**src/rtl/mahs_pkg.sv**
```systemverilog
// Shared types and constants for the moving average hysteresis alert block.
package mahs_pkg;

	localparam int SAMPLE_W  = 15;
	localparam int CFG_W     = 15;
	localparam int CFG_IDX_W = 1;
	localparam int TDATA_W   = 16;

	typedef logic signed [SAMPLE_W-1:0] sample_t;
	typedef logic signed [CFG_W-1:0]    thr_t;

	localparam logic [CFG_IDX_W-1:0] REG_HIGH_THR = 1'b0;
	localparam logic [CFG_IDX_W-1:0] REG_LOW_THR  = 1'b1;

	localparam thr_t HIGH_THR_RESET = 15'sd3000;
	localparam thr_t LOW_THR_RESET  = 15'sd2800;

endpackage

```
**src/rtl/moving_average_hysteresis_alert.sv**
```systemverilog
// An accepted item passes the running total, divider product and output registers to the port.
// Throughput: one item per cycle unless output stalls; total and hot flag are per-item loops.
// Back-pressure stalls each stage only when the stage after it is full.
// Reset clears the sample cells, running total, hot flag and pipeline valids, and
// loads the thresholds with 30.00 C and 28.00 C; no clearing pass is needed.
module moving_average_hysteresis_alert #(
	parameter int WINDOW = 5
) (
	input  logic                               clk,
	input  logic                               arst_n,
	input  logic                               s_axis_tvalid,
	output logic                               s_axis_tready,
	input  logic [mahs_pkg::TDATA_W-1:0]       s_axis_tdata,  // [14:0] temp_sample
	output logic                               m_axis_tvalid,
	input  logic                               m_axis_tready,
	output logic [mahs_pkg::TDATA_W-1:0]       m_axis_tdata,  // [14:0] smoothed_temp, [15] hot_alert
	input  logic                               cfg_we,
	input  logic [mahs_pkg::CFG_IDX_W-1:0]     cfg_idx,
	input  logic [mahs_pkg::CFG_W-1:0]         cfg_data
);

	localparam int TOTAL_W = mahs_pkg::SAMPLE_W + $clog2(WINDOW);

	mahs_pkg::sample_t            taps [WINDOW+1];
	mahs_pkg::sample_t            in_sample;
	mahs_pkg::sample_t            avg;
	mahs_pkg::thr_t               high_thr_q;
	mahs_pkg::thr_t               low_thr_q;
	logic signed [TOTAL_W-1:0]    total_q;
	logic                         valid_s1;
	logic                         valid_s2;
	logic                         hot_q;
	logic                         hot_next;
	logic                         accept;
	logic                         en2;
	logic                         en3;
	logic                         free3;
	logic                         out_valid_q;
	logic [mahs_pkg::TDATA_W-1:0] out_data_q;

	assign in_sample = s_axis_tdata[mahs_pkg::SAMPLE_W-1:0];
	assign taps[0]   = in_sample;

	for (genvar i = 0; i < WINDOW; i++) begin : g_cell
		mahs_cell u_cell (
			.clk   (clk),
			.arst_n(arst_n),
			.shift (accept),
			.din   (taps[i]),
			.dout  (taps[i+1])
		);
	end

	assign free3         = !out_valid_q || m_axis_tready;
	assign en3           = valid_s2 && free3;
	assign en2           = valid_s1 && (!valid_s2 || en3);
	assign s_axis_tready = !valid_s1 || en2;
	assign accept        = s_axis_tvalid && s_axis_tready;

	always_ff @(posedge clk or negedge arst_n) begin
		if (!arst_n) begin
			high_thr_q <= mahs_pkg::HIGH_THR_RESET;
			low_thr_q  <= mahs_pkg::LOW_THR_RESET;
		end else if (cfg_we) begin
			case (cfg_idx)
				mahs_pkg::REG_HIGH_THR: high_thr_q <= cfg_data;
				mahs_pkg::REG_LOW_THR:  low_thr_q  <= cfg_data;
				default: ;
			endcase
		end
	end

	always_ff @(posedge clk or negedge arst_n) begin
		if (!arst_n) begin
			total_q  <= '0;
			valid_s1 <= 1'b0;
		end else begin
			if (accept) begin
				total_q <= total_q + TOTAL_W'(in_sample) - TOTAL_W'(taps[WINDOW]);
			end
			if (accept) begin
				valid_s1 <= 1'b1;
			end else if (en2) begin
				valid_s1 <= 1'b0;
			end
		end
	end

	mahs_div #(
		.WINDOW (WINDOW),
		.TOTAL_W(TOTAL_W)
	) u_div (
		.clk  (clk),
		.en   (en2),
		.total(total_q),
		.avg  (avg)
	);

	always_ff @(posedge clk or negedge arst_n) begin
		if (!arst_n) begin
			valid_s2 <= 1'b0;
		end else if (en2) begin
			valid_s2 <= 1'b1;
		end else if (en3) begin
			valid_s2 <= 1'b0;
		end
	end

	always_comb begin
		if (avg > high_thr_q) begin
			hot_next = 1'b1;
		end else if (avg < low_thr_q) begin
			hot_next = 1'b0;
		end else begin
			hot_next = hot_q;
		end
	end

	always_ff @(posedge clk or negedge arst_n) begin
		if (!arst_n) begin
			hot_q       <= 1'b0;
			out_valid_q <= 1'b0;
		end else begin
			if (en3) begin
				hot_q       <= hot_next;
				out_valid_q <= 1'b1;
			end else if (m_axis_tready) begin
				out_valid_q <= 1'b0;
			end
		end
	end

	always_ff @(posedge clk) begin
		if (en3) begin
			out_data_q <= {hot_next, avg};
		end
	end

	assign m_axis_tvalid = out_valid_q;
	assign m_axis_tdata  = out_data_q;

endmodule

```
**src/rtl/mahs_cell.sv**
```systemverilog
// One sample cell of the window shift line.
module mahs_cell (
	input  logic              clk,
	input  logic              arst_n,
	input  logic              shift,
	input  mahs_pkg::sample_t din,
	output mahs_pkg::sample_t dout
);

	mahs_pkg::sample_t sample_q;

	always_ff @(posedge clk or negedge arst_n) begin
		if (!arst_n) begin
			sample_q <= '0;
		end else if (shift) begin
			sample_q <= din;
		end
	end

	assign dout = sample_q;

endmodule

```
**src/rtl/mahs_div.sv**
```systemverilog
// Divide the window total by WINDOW with a registered reciprocal multiply.
module mahs_div #(
	parameter int WINDOW  = 5,
	parameter int TOTAL_W = 18
) (
	input  logic                      clk,
	input  logic                      en,
	input  logic signed [TOTAL_W-1:0] total,
	output mahs_pkg::sample_t         avg
);

	localparam int DIV_SHIFT = TOTAL_W + $clog2(WINDOW);
	localparam int PROD_W    = TOTAL_W + DIV_SHIFT;
	localparam longint unsigned RECIP_INT =
		((64'd1 << DIV_SHIFT) + longint'(WINDOW) - 64'd1) / longint'(WINDOW);
	localparam logic [DIV_SHIFT-1:0] RECIP = DIV_SHIFT'(RECIP_INT);

	logic [TOTAL_W-1:0]          tot_u;
	logic [TOTAL_W-1:0]          mag;
	logic [PROD_W-1:0]           prod_s2;
	logic                        neg_s2;
	logic [TOTAL_W-1:0]          quo;
	logic [mahs_pkg::SAMPLE_W-1:0] quo_n;

	assign tot_u = total;
	assign mag   = total[TOTAL_W-1] ? (~tot_u + TOTAL_W'(1)) : tot_u;

	always_ff @(posedge clk) begin
		if (en) begin
			prod_s2 <= PROD_W'(mag) * PROD_W'(RECIP);
			neg_s2  <= total[TOTAL_W-1];
		end
	end

	assign quo   = prod_s2[PROD_W-1:DIV_SHIFT];
	assign quo_n = quo[mahs_pkg::SAMPLE_W-1:0];
	assign avg   = neg_s2 ? (~quo_n + mahs_pkg::SAMPLE_W'(1)) : quo_n;

endmodule
```
**config.mk**
```make
export PLATFORM = sky130hd
export DESIGN_NAME = moving_average_hysteresis_alert
export DESIGN_NICKNAME = d
export VERILOG_FILES = /design/src/rtl/mahs_pkg.sv /design/src/rtl/moving_average_hysteresis_alert.sv /design/src/rtl/mahs_cell.sv /design/src/rtl/mahs_div.sv
export SDC_FILE = /design/constraint.sdc
export NUM_CORES = 1
export LEC_CHECK = 0
export BUFFER_PORTS_ARGS = -buffer_cell sky130_fd_sc_hd__buf_2
export CAP_MARGIN = 40
export CORE_UTILIZATION = 65
export CTS_CLUSTER_SIZE = 28
export DETAILED_ROUTE_END_ITERATION = 8
export PLACE_DENSITY = 0.9
export SLEW_MARGIN = 10
export SYNTH_ARGS = -nofsm -noshare
export SYNTH_HDL_FRONTEND = slang
export SYNTH_HIERARCHICAL = 1
export SYNTH_SLANG_ARGS = --single-unit
```
**constraint.sdc**
```tcl
create_clock -name clk -period 17.6 [get_ports clk]
set_input_delay 1.76 -clock clk [delete_from_list [all_inputs] [get_ports clk]]
set_output_delay 1.76 -clock clk [all_outputs]
set_load 0.005 [all_outputs]
```
==> impl_metrics.py, run 1 <==
metrics = {
    "drt": {
        "via_per_inst": 5.94,
        "drt_pass1_iterations": 6,
        "drc_errors": 0,
        "vias": 9877,
        "detailedRoute.firstIterationViolations": 754,
        "wirelength_mm": 30.6,
        "postRouteAntennaNets": 0,
        "wl_per_cell_microns": 18.4,
    },
    "die": {
        "die_area_sq_um": 22400,
        "coreArea_sq_um": 21200,
        "ioPinCount": 55,
        "die-height_microns": 150,
        "die_w_microns": 150,
        "rows": 53,
        "initial_core_util_pct": 66.7,
    },
    "synth": {
        "syn-cell-area_sq_um": 14200,
        "ys_warn_count": 6,
        "ys_ff_latch": 159,
        "synth_cell_types": 76,
        "seq_area_frac_synth_pct": 29.4,
        "synth_flop_cell": "dfrtp_1",
        "yosys.area.top_type": "dfrtp_1",
        "async_flop_share_pct": 79.9,
        "synth_area_leaders": "dfrtp_1 (20%), fa_1 (17%), ha_1 (15%), inv_1 (7.5%), edfxtp_1 (6.8%)",
        "synth_common_cells": "inv_1 (284), ha_1 (174), fa_1 (117)",
        "synth_edf_count": 32,
        "syn_area_per_cell_sq_um": 10.7,
        "synth.top_cell.area_share_pct": 20.2,
        "synth_most_common_cell": "inv_1",
        "syn_nets": 1653,
        "netlist_instances": 1325,
    },
    "clocking": {
        "cts_buffers": 17,
        "hold_buffers": 0,
        "post_cts_resized": 0,
        "clock_path_buffers": 2,
        "numClockSinks": 159,
        "insertion_delay_ps": 440,
        "post_cts_buffers": 0,
        "clk_pin_slew_worst_paths_ps": 70,
        "tritoncts": "built",
        "h-tree-depth": 4,
        "clock-root-buffer": "clkbuf_16",
    },
    "critical_path": {
        "cp.required_ps": 17850,
        "arrival_ps": 7970,
        "crit_slowest_cell": "nor4b_1",
        "critPathTopFamily": "adder cells",
        "crit_chain": "inv_1 -> nand2_1 -> or4_1 -> nor3_1 -> nand2_1 -> nor4b_1 -> fa_1 -> inv_1 -> fa_1 -> fa_1 -> fa_1 -> inv_1 -> fa_1 -> inv_1 -> fa_1 -> inv_1 -> ha_1 -> nand2_1 -> or3_1 -> o221ai_2 -> a31oi_2 -> nor4b_2 -> nor4_2",
        "cp-start-kind": "flip-flop",
        "setup.worst_path.class": "reg -> reg",
        "crit_buf_inv": 5,
        "crit_fanout": 8,
        "end_kind": "flip-flop",
        "cp_common_cell": "fa_1",
        "max_stage_delay_ps": 680,
    },
    "place": {
        "placement.io_buffers": 53,
        "dpl.hpwl_mm": 23.0,
        "dp_cells": 1629,
        "place.gp.congestion": 0.902,
    },
    "timing": {
        "min_period_ps": 7720,
        "fin_skew_ps": 24.6,
        "fmax_mhz": 130,
        "min_period_over_period_pct": 43.9,
        "rsz0062_at_grt": "false",
        "slew_violations": 0,
        "finalSetupViolations": 0,
        "hold_viol_final": 0,
        "fin_setup_tns_ps": 0,
        "worstMarginPinSlew_ps": 871,
        "relSlewSlack_pct": 41.3,
    },
    "finish": {
        "final_util_pct": 71.2,
        "drive_gt1_share_pct": 15.7,
        "fill_cells": 1356,
        "syn_to_final_growth_pct": 6.72,
        "final_cells": 1662,
        "layout.nets": 1701,
    },
    "run": {
        "maxCapViolCount": 0,
    },
    "global_route": {
        "grt_max_degree": 58,
        "antenna_found_initial": 0,
        "grt_pass1_wl_mm": 50.1,
        "grt_overflow": 0,
        "grt_usage_pct": 29.0,
        "grt_pass1_vias": 10400,
    },
    "run_status": {
        "status": "completed",
    },
    "worst_hold_path": {
        "min-delay-path-class": "reg -> reg",
    },
}
layer usage:
layer | vias up | part of all wire, % | GRT usage (%)
met1 | 4825 | 39 | 34.6
met5 | - | 0 | 0
met3 | 138 | 5.2 | 5.24
met2 | 414 | 51 | 49.7
li1 | 4500 | - | -
met4 | 0 | 4.9 | 15.3
per-stage QoR:
stage / setup WS [ps] / instance area, sq um / hold WS [ps]
floorplan: 10740 / 14200 / 449
global placement: 10100 / 14600 / 482
detailed placement: 9970 / 14600 / 491
CTS: 9920 / 15100 / 505
global route: 9510 / 15100 / 514
finish: 9880 / 15100 / 503
state kept, by name (all words and copies together), names as in the netlist:
register	flops
total_q	18
g_cell.u_cell/dout	75
m_axis_tdata	16
u_div/neg_s2	1
m_axis_tvalid	1
low_thr_q	15
high_thr_q	15
valid_s1	1
valid_s2	1
u_div/prod_s2	15
hot_q	1
placed cells by master, fill, tap and decap left out, drive strengths merged, types with 4 or more instances in the layout:
cell     count
clkinv       4
o21bai       4
dfrtp      114
o21ai       61
and2         5
and3         7
a21o        19
ha         174
o31ai       15
nor2        21
inv        291
nand3       21
edfxtp      32
a21oi       49
dfstp       13
or2          4
o41ai        6
nor2b        7
a31oi        7
nor3        14
fa         117
nor4         5
nand3b       4
a211oi       9
or4          6
mux2        91
buf         58
o211ai       5
or3          5
nand2       77
o21a         6
nand4       15
nand2b      11
xor2        15
clkbuf      19
o2111ai      4
xnor2       43
final cells by class:
cell class	count	area [sq um]	share of cell area, %
clock buffers	19	437	2.89
flip-flops and latches	159	4160	27.5
diodes	1	2.50	0.0166
repair buffers	58	305	2.02
multi-input cells	853	8690	57.5
clock inverters	13	104	0.687
well taps	275	344	2.28
inverters	284	1070	7.07
worst paths after layout:
kind | startpoint | endpoint | slack [ps] | depth (start not counted)
hold reg to reg | g_cell[1].u_cell/dout[0]$_DFFE_PN0P_ | g_cell[1].u_cell/dout[0]$_DFFE_PN0P_ | 500 | 1
setup / recovery | total_q[0]$_DFFE_PN0P_ | u_div/prod_s2[31]$_DFFE_PP_ | 9880 | 23
setup reg to reg | total_q[0]$_DFFE_PN0P_ | u_div/prod_s2[31]$_DFFE_PP_ | 9880 | 23
min in group asynchronous | arst_n | valid_s1$_DFFE_PN0P_ | 1270 | 1
max in group asynchronous | arst_n | total_q[14]$_DFFE_PN0P_ | 14780 | 3
hold / removal | g_cell[1].u_cell/dout[0]$_DFFE_PN0P_ | g_cell[1].u_cell/dout[0]$_DFFE_PN0P_ | 500 | 1
worst reg2reg max path: cells and delay by family, from the launching register on:
family,cells,cell delay (ps)
and+or+nand+nor,9,2620
AOI/OAI and AO/OA,2,510
buffers and inverters,5,440
adders and majority gates,7,3400
DFF,1,550
kinds of logic (layout without fill, tap and decap cells):
| group | after synthesis | in the layout | synth area share, % |
|---|---|---|---|
| buffers and inverters | 313 | 374 | 9.25 |
| AND/OR/NAND/NOR | 208 | 208 | 7.56 |
| adder cells (fa/ha/maj) | 291 | 291 | 31.9 |
| AO/OA/AOI/OAI | 204 | 204 | 9.70 |
| multiplexers | 92 | 92 | 8.63 |
| flip-flops | 159 | 159 | 29.4 |
| XOR/XNOR | 58 | 58 | 3.59 |
| other | 0 | 1 | 0 |
Power of run 1 is not shown: default switching activity piles up to over one toggle a cycle in this logic, so the estimate is an artifact.
==> inputs of run 2 (changes only) <==
--- a/config.mk
+++ b/config.mk
@@ -7,10 +7,10 @@
 export LEC_CHECK = 0
 export BUFFER_PORTS_ARGS = -buffer_cell sky130_fd_sc_hd__buf_2
 export CAP_MARGIN = 40
-export CORE_UTILIZATION = 65
+export CORE_UTILIZATION = 58
 export CTS_CLUSTER_SIZE = 28
 export DETAILED_ROUTE_END_ITERATION = 8
-export PLACE_DENSITY = 0.9
+export PLACE_DENSITY = 0.85
 export SLEW_MARGIN = 10
 export SYNTH_ARGS = -nofsm -noshare
 export SYNTH_HDL_FRONTEND = slang
==> constraint.sdc (replaced) <==
create_clock -name clk -period 6.57 [get_ports clk]
set_input_delay 0.657 -clock clk [delete_from_list [all_inputs] [get_ports clk]]
set_output_delay 0.657 -clock clk [all_outputs]
set_load 0.005 [all_outputs]
==> run 2 against run 1 <==
The flow now finishes with violations (negative setup slack); fmax is 16% higher; clock skew is 15 ps lower; critical endpoint is now u_div/prod_s2[26]$_DFFE_PP_; count of clock-buffer cells in the layout is 3 higher; critical path depth is 2 higher.
==> impl_metrics.py, run 2 (synthesized netlist as in run 1, its figures left out) <==
metrics = {
    "run_status": {
        "status": "finished, violations left",
        "violations": "negative setup slack",
    },
    "finish": {
        "fill_cells": 1584,
        "layout.nets": 1800,
        "diodes": 0,
        "multiInputGateArea_sq_um": 9100,
        "final_cells": 1804,
        "drive_gt1_share_pct": 25.3,
        "regArea_sq_um": 4160,
        "largest_register_ffs": 75,
        "syn_to_final_growth_pct": 15.7,
        "layout_commonest_cell": "inv_1",
        "layout_common_cells": "inv_1 (278), ha_1 (164), fa_1 (114)",
    },
    "timing": {
        "fmax_mhz": 150,
        "min_period_over_period_pct": 102,
        "slew_violations": 0,
        "relSlewSlack_pct": 40.6,
        "fin_skew_ps": 9.85,
        "fin_setup_tns_ps": -413,
        "rsz0062_at_grt": "true",
        "finalSetupViolations": 9,
        "worstMarginPinSlew_ps": 881,
        "hold_viol_final": 0,
        "min_period_ps": 6670,
        "fin_ws_ps": -98.7,
    },
    "global_route": {
        "grt_pass1_vias": 10800,
        "grt_pass1_wl_mm": 51.3,
        "grt_usage_pct": 26.5,
        "antenna_found_initial": 0,
        "grt_overflow": 0,
        "grt_max_degree": 63,
    },
    "place": {
        "place.gp.congestion": 0.902,
        "dpl.hpwl_mm": 23.8,
        "dp_slack_ps": -309,
        "placement.io_buffers": 53,
        "dp_cells": 1763,
    },
    "clocking": {
        "h-tree-depth": 4,
        "numClockSinks": 159,
        "cts_buffers": 17,
        "tritoncts": "built",
        "insertion_delay_ps": 430,
        "clock_path_buffers": 2,
        "clk_pin_slew_worst_paths_ps": 60,
        "clock-root-buffer": "clkbuf_16",
    },
    "die": {
        "die_w_microns": 158,
        "die-height_microns": 158,
        "initial_core_util_pct": 59.8,
        "rows": 56,
        "ioPinCount": 55,
        "coreArea_sq_um": 23700,
        "die_area_sq_um": 25000,
    },
    "worst_hold_path": {
        "min-delay-path-class": "in -> async",
    },
    "drt": {
        "vias": 10300,
        "drc_errors": 0,
        "drt_pass1_iterations": 5,
        "wl_per_cell_microns": 17.7,
        "wirelength_mm": 32.0,
        "postRouteAntennaNets": 0,
        "detailedRoute.firstIterationViolations": 723,
        "via_per_inst": 5.69,
    },
    "critical_path": {
        "setup.worst_path.class": "reg -> reg",
        "crit_slowest_cell": "fa_2",
        "critPathTopFamily": "adder cells",
        "crit_fanout": 4,
        "crit_buf_inv": 7,
        "arrival_ps": 6850,
        "max_stage_delay_ps": 560,
        "cp.required_ps": 6750,
        "cp-start-kind": "flip-flop",
        "end_kind": "flip-flop",
    },
    "run": {
        "maxCapViolCount": 0,
    },
}
[run 2: changes by cell type in the layout (fill, tap and decap cells not counted), moves of 4 or more]
cell / change
a21oi_1: -8
a21oi_2: +8
buf_4: +96
ha_1: -10
ha_4: +9
inv_1: -5
inv_2: +5
nand2_1: -5
nand2_2: +4
o31ai_1: -4
xnor2_1: -4
xnor2_2: +4
[run 2: final cells by class]
class / instances / area share, %
timing repair buffer: 157 / 6.67
multi-input combinational: 853 / 55.5
clock buffer: 22 / 2.86
tap: 319 / 2.44
clock inverter: 10 / 0.619
sequential: 159 / 25.4
inverter: 284 / 6.52
[run 2: worst paths after layout]
check / start / slack [ps] / cells after the start / end
setup / recovery: total_q[1]$_DFFE_PN0P_ / -100 / 25 / u_div/prod_s2[26]$_DFFE_PP_
hold / removal: arst_n / 80 / 1 / valid_s2$_DFFE_PN0P_
setup reg to reg: total_q[1]$_DFFE_PN0P_ / -100 / 25 / u_div/prod_s2[26]$_DFFE_PP_
hold reg to reg: g_cell[2].u_cell/dout[12]$_DFFE_PN0P_ / 510 / 1 / g_cell[3].u_cell/dout[12]$_DFFE_PN0P_
max in group asynchronous: arst_n / 5140 / 3 / total_q[0]$_DFFE_PN0P_
min in group clk: cfg_data[1] / 440 / 3 / high_thr_q[1]$_DFFE_PN0P_
[run 2: routing by layer]
layer	vias to the layer above	global-route usage [%]	wire length [microns]
met4	0	11.5	1240
met1	5066	31.5	12700
met5	-	0	0
met3	135	3.59	1570
met2	370	47.6	16400
li1	4689	-	-
[run 2: metrics by stage]
step                instance area, sq um  util (%)  hold slack, ps
floorplan                          14200         -             361
global placement                   15300      64.8             482
detailed placement                 15400      65.0             486
CTS                                16200      68.3            74.1
global route                       16400      69.2            87.5
finish                             16400      69.2            76.9
[run 2: what timing repair did]
action / 4_1_cts / 5_1_grt
endpoints found under the setup margin: 14 / 15
resized for setup: 33 / 28
pin swaps: 26 / 19
hold buffers: 0 / 0
setup buffers: 4 / 6
Power of run 2 is left out for the same reason.
==> inputs of run 3 (changes only) <==
--- a/config.mk
+++ b/config.mk
@@ -7,6 +7,7 @@
 export LEC_CHECK = 0
 export BUFFER_PORTS_ARGS = -buffer_cell sky130_fd_sc_hd__buf_2
 export CAP_MARGIN = 40
+export CORE_MARGIN = 2
 export CORE_UTILIZATION = 58
 export CTS_CLUSTER_SIZE = 28
 export DETAILED_ROUTE_END_ITERATION = 8
==> run 3 against run 2 <==
The flow still finishes with violations (negative setup slack); cell count grew 0.28%; sequential share of layout area shrank 0.062 points; fmax shrank 1.1%; setup slack lost 75 ps; sequential cell count is the same; clock skew grew 4.1 ps; wire length shrank 1.3%; core utilization shrank 1.0 points.
==> impl_metrics.py, run 3 (synthesized netlist as in run 1, its figures left out) <==
metrics = {
    "critical_path": {
        "cp-start-kind": "flip-flop",
        "crit_slowest_cell": "or4_4",
        "critPathTopFamily": "adder cells",
        "arrival_ps": 6920,
        "max_stage_delay_ps": 570,
        "end_kind": "flip-flop",
        "setup.worst_path.class": "reg -> reg",
        "crit_fanout": 3,
        "crit_buf_inv": 7,
        "cp.required_ps": 6740,
    },
    "finish": {
        "syn_to_final_growth_pct": 16.0,
        "layout.nets": 1800,
        "final_cell_area_sq_um": 16400,
        "fill_cells": 1677,
        "layout_commonest_cell": "inv_1",
        "largest_register_ffs": 75,
        "layout_common_cells": "inv_1 (275), ha_1 (163), fa_1 (113), dfrtp_1 (113), buf_4 (100)",
        "diodes": 0,
        "drive_gt1_share_pct": 25.9,
    },
    "drt": {
        "vias": 10300,
        "wl_per_cell_microns": 17.5,
        "via_per_inst": 5.67,
        "drt_pass1_iterations": 6,
        "drc_errors": 0,
        "wirelength_mm": 31.6,
        "postRouteAntennaNets": 0,
        "detailedRoute.firstIterationViolations": 847,
    },
    "global_route": {
        "grt_max_degree": 63,
        "antenna_found_initial": 0,
        "grt_overflow": 0,
        "grt_pass1_vias": 10700,
        "grt_usage_pct": 25.0,
        "grt_pass1_wl_mm": 51.7,
    },
    "timing": {
        "fmax_mhz": 148,
        "relSlewSlack_pct": 45.4,
        "min_period_over_period_pct": 103,
        "slew_violations": 0,
        "worstMarginPinSlew_ps": 811,
        "fin_ws_ps": -174,
        "min_period_ps": 6740,
        "rsz0062_at_grt": "true",
        "fin_skew_ps": 13.9,
        "fin_setup_tns_ps": -1240,
        "hold_viol_final": 0,
        "timing.hold.ws_ps": 68.6,
        "finalSetupViolations": 11,
    },
    "clocking": {
        "h-tree-depth": 4,
        "clk_pin_slew_worst_paths_ps": 70,
        "numClockSinks": 159,
        "cts_buffers": 17,
        "clock-root-buffer": "clkbuf_16",
        "clock_path_buffers": 2,
        "insertion_delay_ps": 430,
        "tritoncts": "built",
    },
    "run_status": {
        "status": "finished, violations left",
        "violations": "negative setup slack",
    },
    "die": {
        "coreArea_sq_um": 24100,
        "initial_core_util_pct": 58.7,
        "ioPinCount": 55,
        "rows": 57,
        "die_area_sq_um": 25700,
        "die_w_microns": 160,
        "die-height_microns": 160,
    },
    "place": {
        "placement.io_buffers": 53,
        "place.gp.congestion": 0.893,
        "dpl.hpwl_mm": 23.5,
        "placed_area_sq_um": 15400,
    },
    "run": {
        "maxCapViolCount": 0,
    },
    "worst_hold_path": {
        "min-delay-path-class": "in -> async",
    },
}
run 3: cell types whose count changed in the layout (fill, tap and decap cells not counted), sizes merged:
cell	previous run	this run
inv	288	293
clkinvlp	1	0
clkbuf	22	18
run 3: area by class of cell:
cell class | count | area, sq um | share of cell area (%)
timing repair buffer | 157 | 1100 | 6.70
multi-input combinational | 853 | 9110 | 55.5
inverter | 284 | 1070 | 6.51
sequential | 159 | 4160 | 25.3
clock inverter | 14 | 144 | 0.876
tap | 324 | 405 | 2.47
clock buffer | 18 | 439 | 2.67
run 3: what timing repair did:
item                       4_1_cts  5_1_grt
hold buffers                     0        0
gates resized for setup         25       45
pin swaps                       23       37
setup endpoints to repair       11       15
buffers inserted                 4        6
run 3: worst paths after layout:
path	startpoint	end	slack, ps	cells after the start
hold / removal	arst_n	low_thr_q[13]$_DFFE_PN0P_	70	1
max in group asynchronous	arst_n	total_q[0]$_DFFE_PN0P_	5170	3
setup / recovery	total_q[7]$_DFFE_PN0P_	u_div/prod_s2[32]$_DFFE_PP_	-170	26
setup reg to reg	total_q[7]$_DFFE_PN0P_	u_div/prod_s2[32]$_DFFE_PP_	-170	26
min in group clk	s_axis_tvalid	valid_s1$_DFFE_PN0P_	440	2
hold reg to reg	g_cell[0].u_cell/dout[8]$_DFFE_PN0P_	g_cell[1].u_cell/dout[8]$_DFFE_PN0P_	500	1
run 3: worst register-to-register path, stage by stage, from the launching register on:
cell	delay [ps]
dfrtp_1	390
or4_4	570
buf_4	160
o31ai_4	180
buf_4	160
and2_1	130
xnor2_1	180
ha_1	330
ha_1	210
or2_2	310
fa_1	510
inv_1	70
buf_4	150
fa_1	520
inv_1	50
fa_1	530
inv_1	60
fa_1	520
inv_1	40
ha_1	230
a21o_1	200
a21oi_1	170
nor2b_1	110
o41ai_2	240
o21ai_2	120
o31ai_2	230
xnor2_1	110
run 3: layer usage:
layer	wire length (microns)	track usage, %
met1	12600	30.6
met2	16400	45.4
met3	1470	3.14
met4	1110	9.13
met5	0	0
run 3: per-stage QoR:
| step | setup WS (ps) | instances | util, % |
|---|---|---|---|
| global placement | -156 | 1766 | 63.6 |
| floorplan | -19.4 | 1325 | - |
| finish | -174 | 1809 | 68.1 |
| detailed placement | -225 | 1768 | 63.9 |
| CTS | -11.8 | 1804 | 67.1 |
| global route | -341 | 1809 | 68.1 |
Power of run 3 is left out for the same reason.
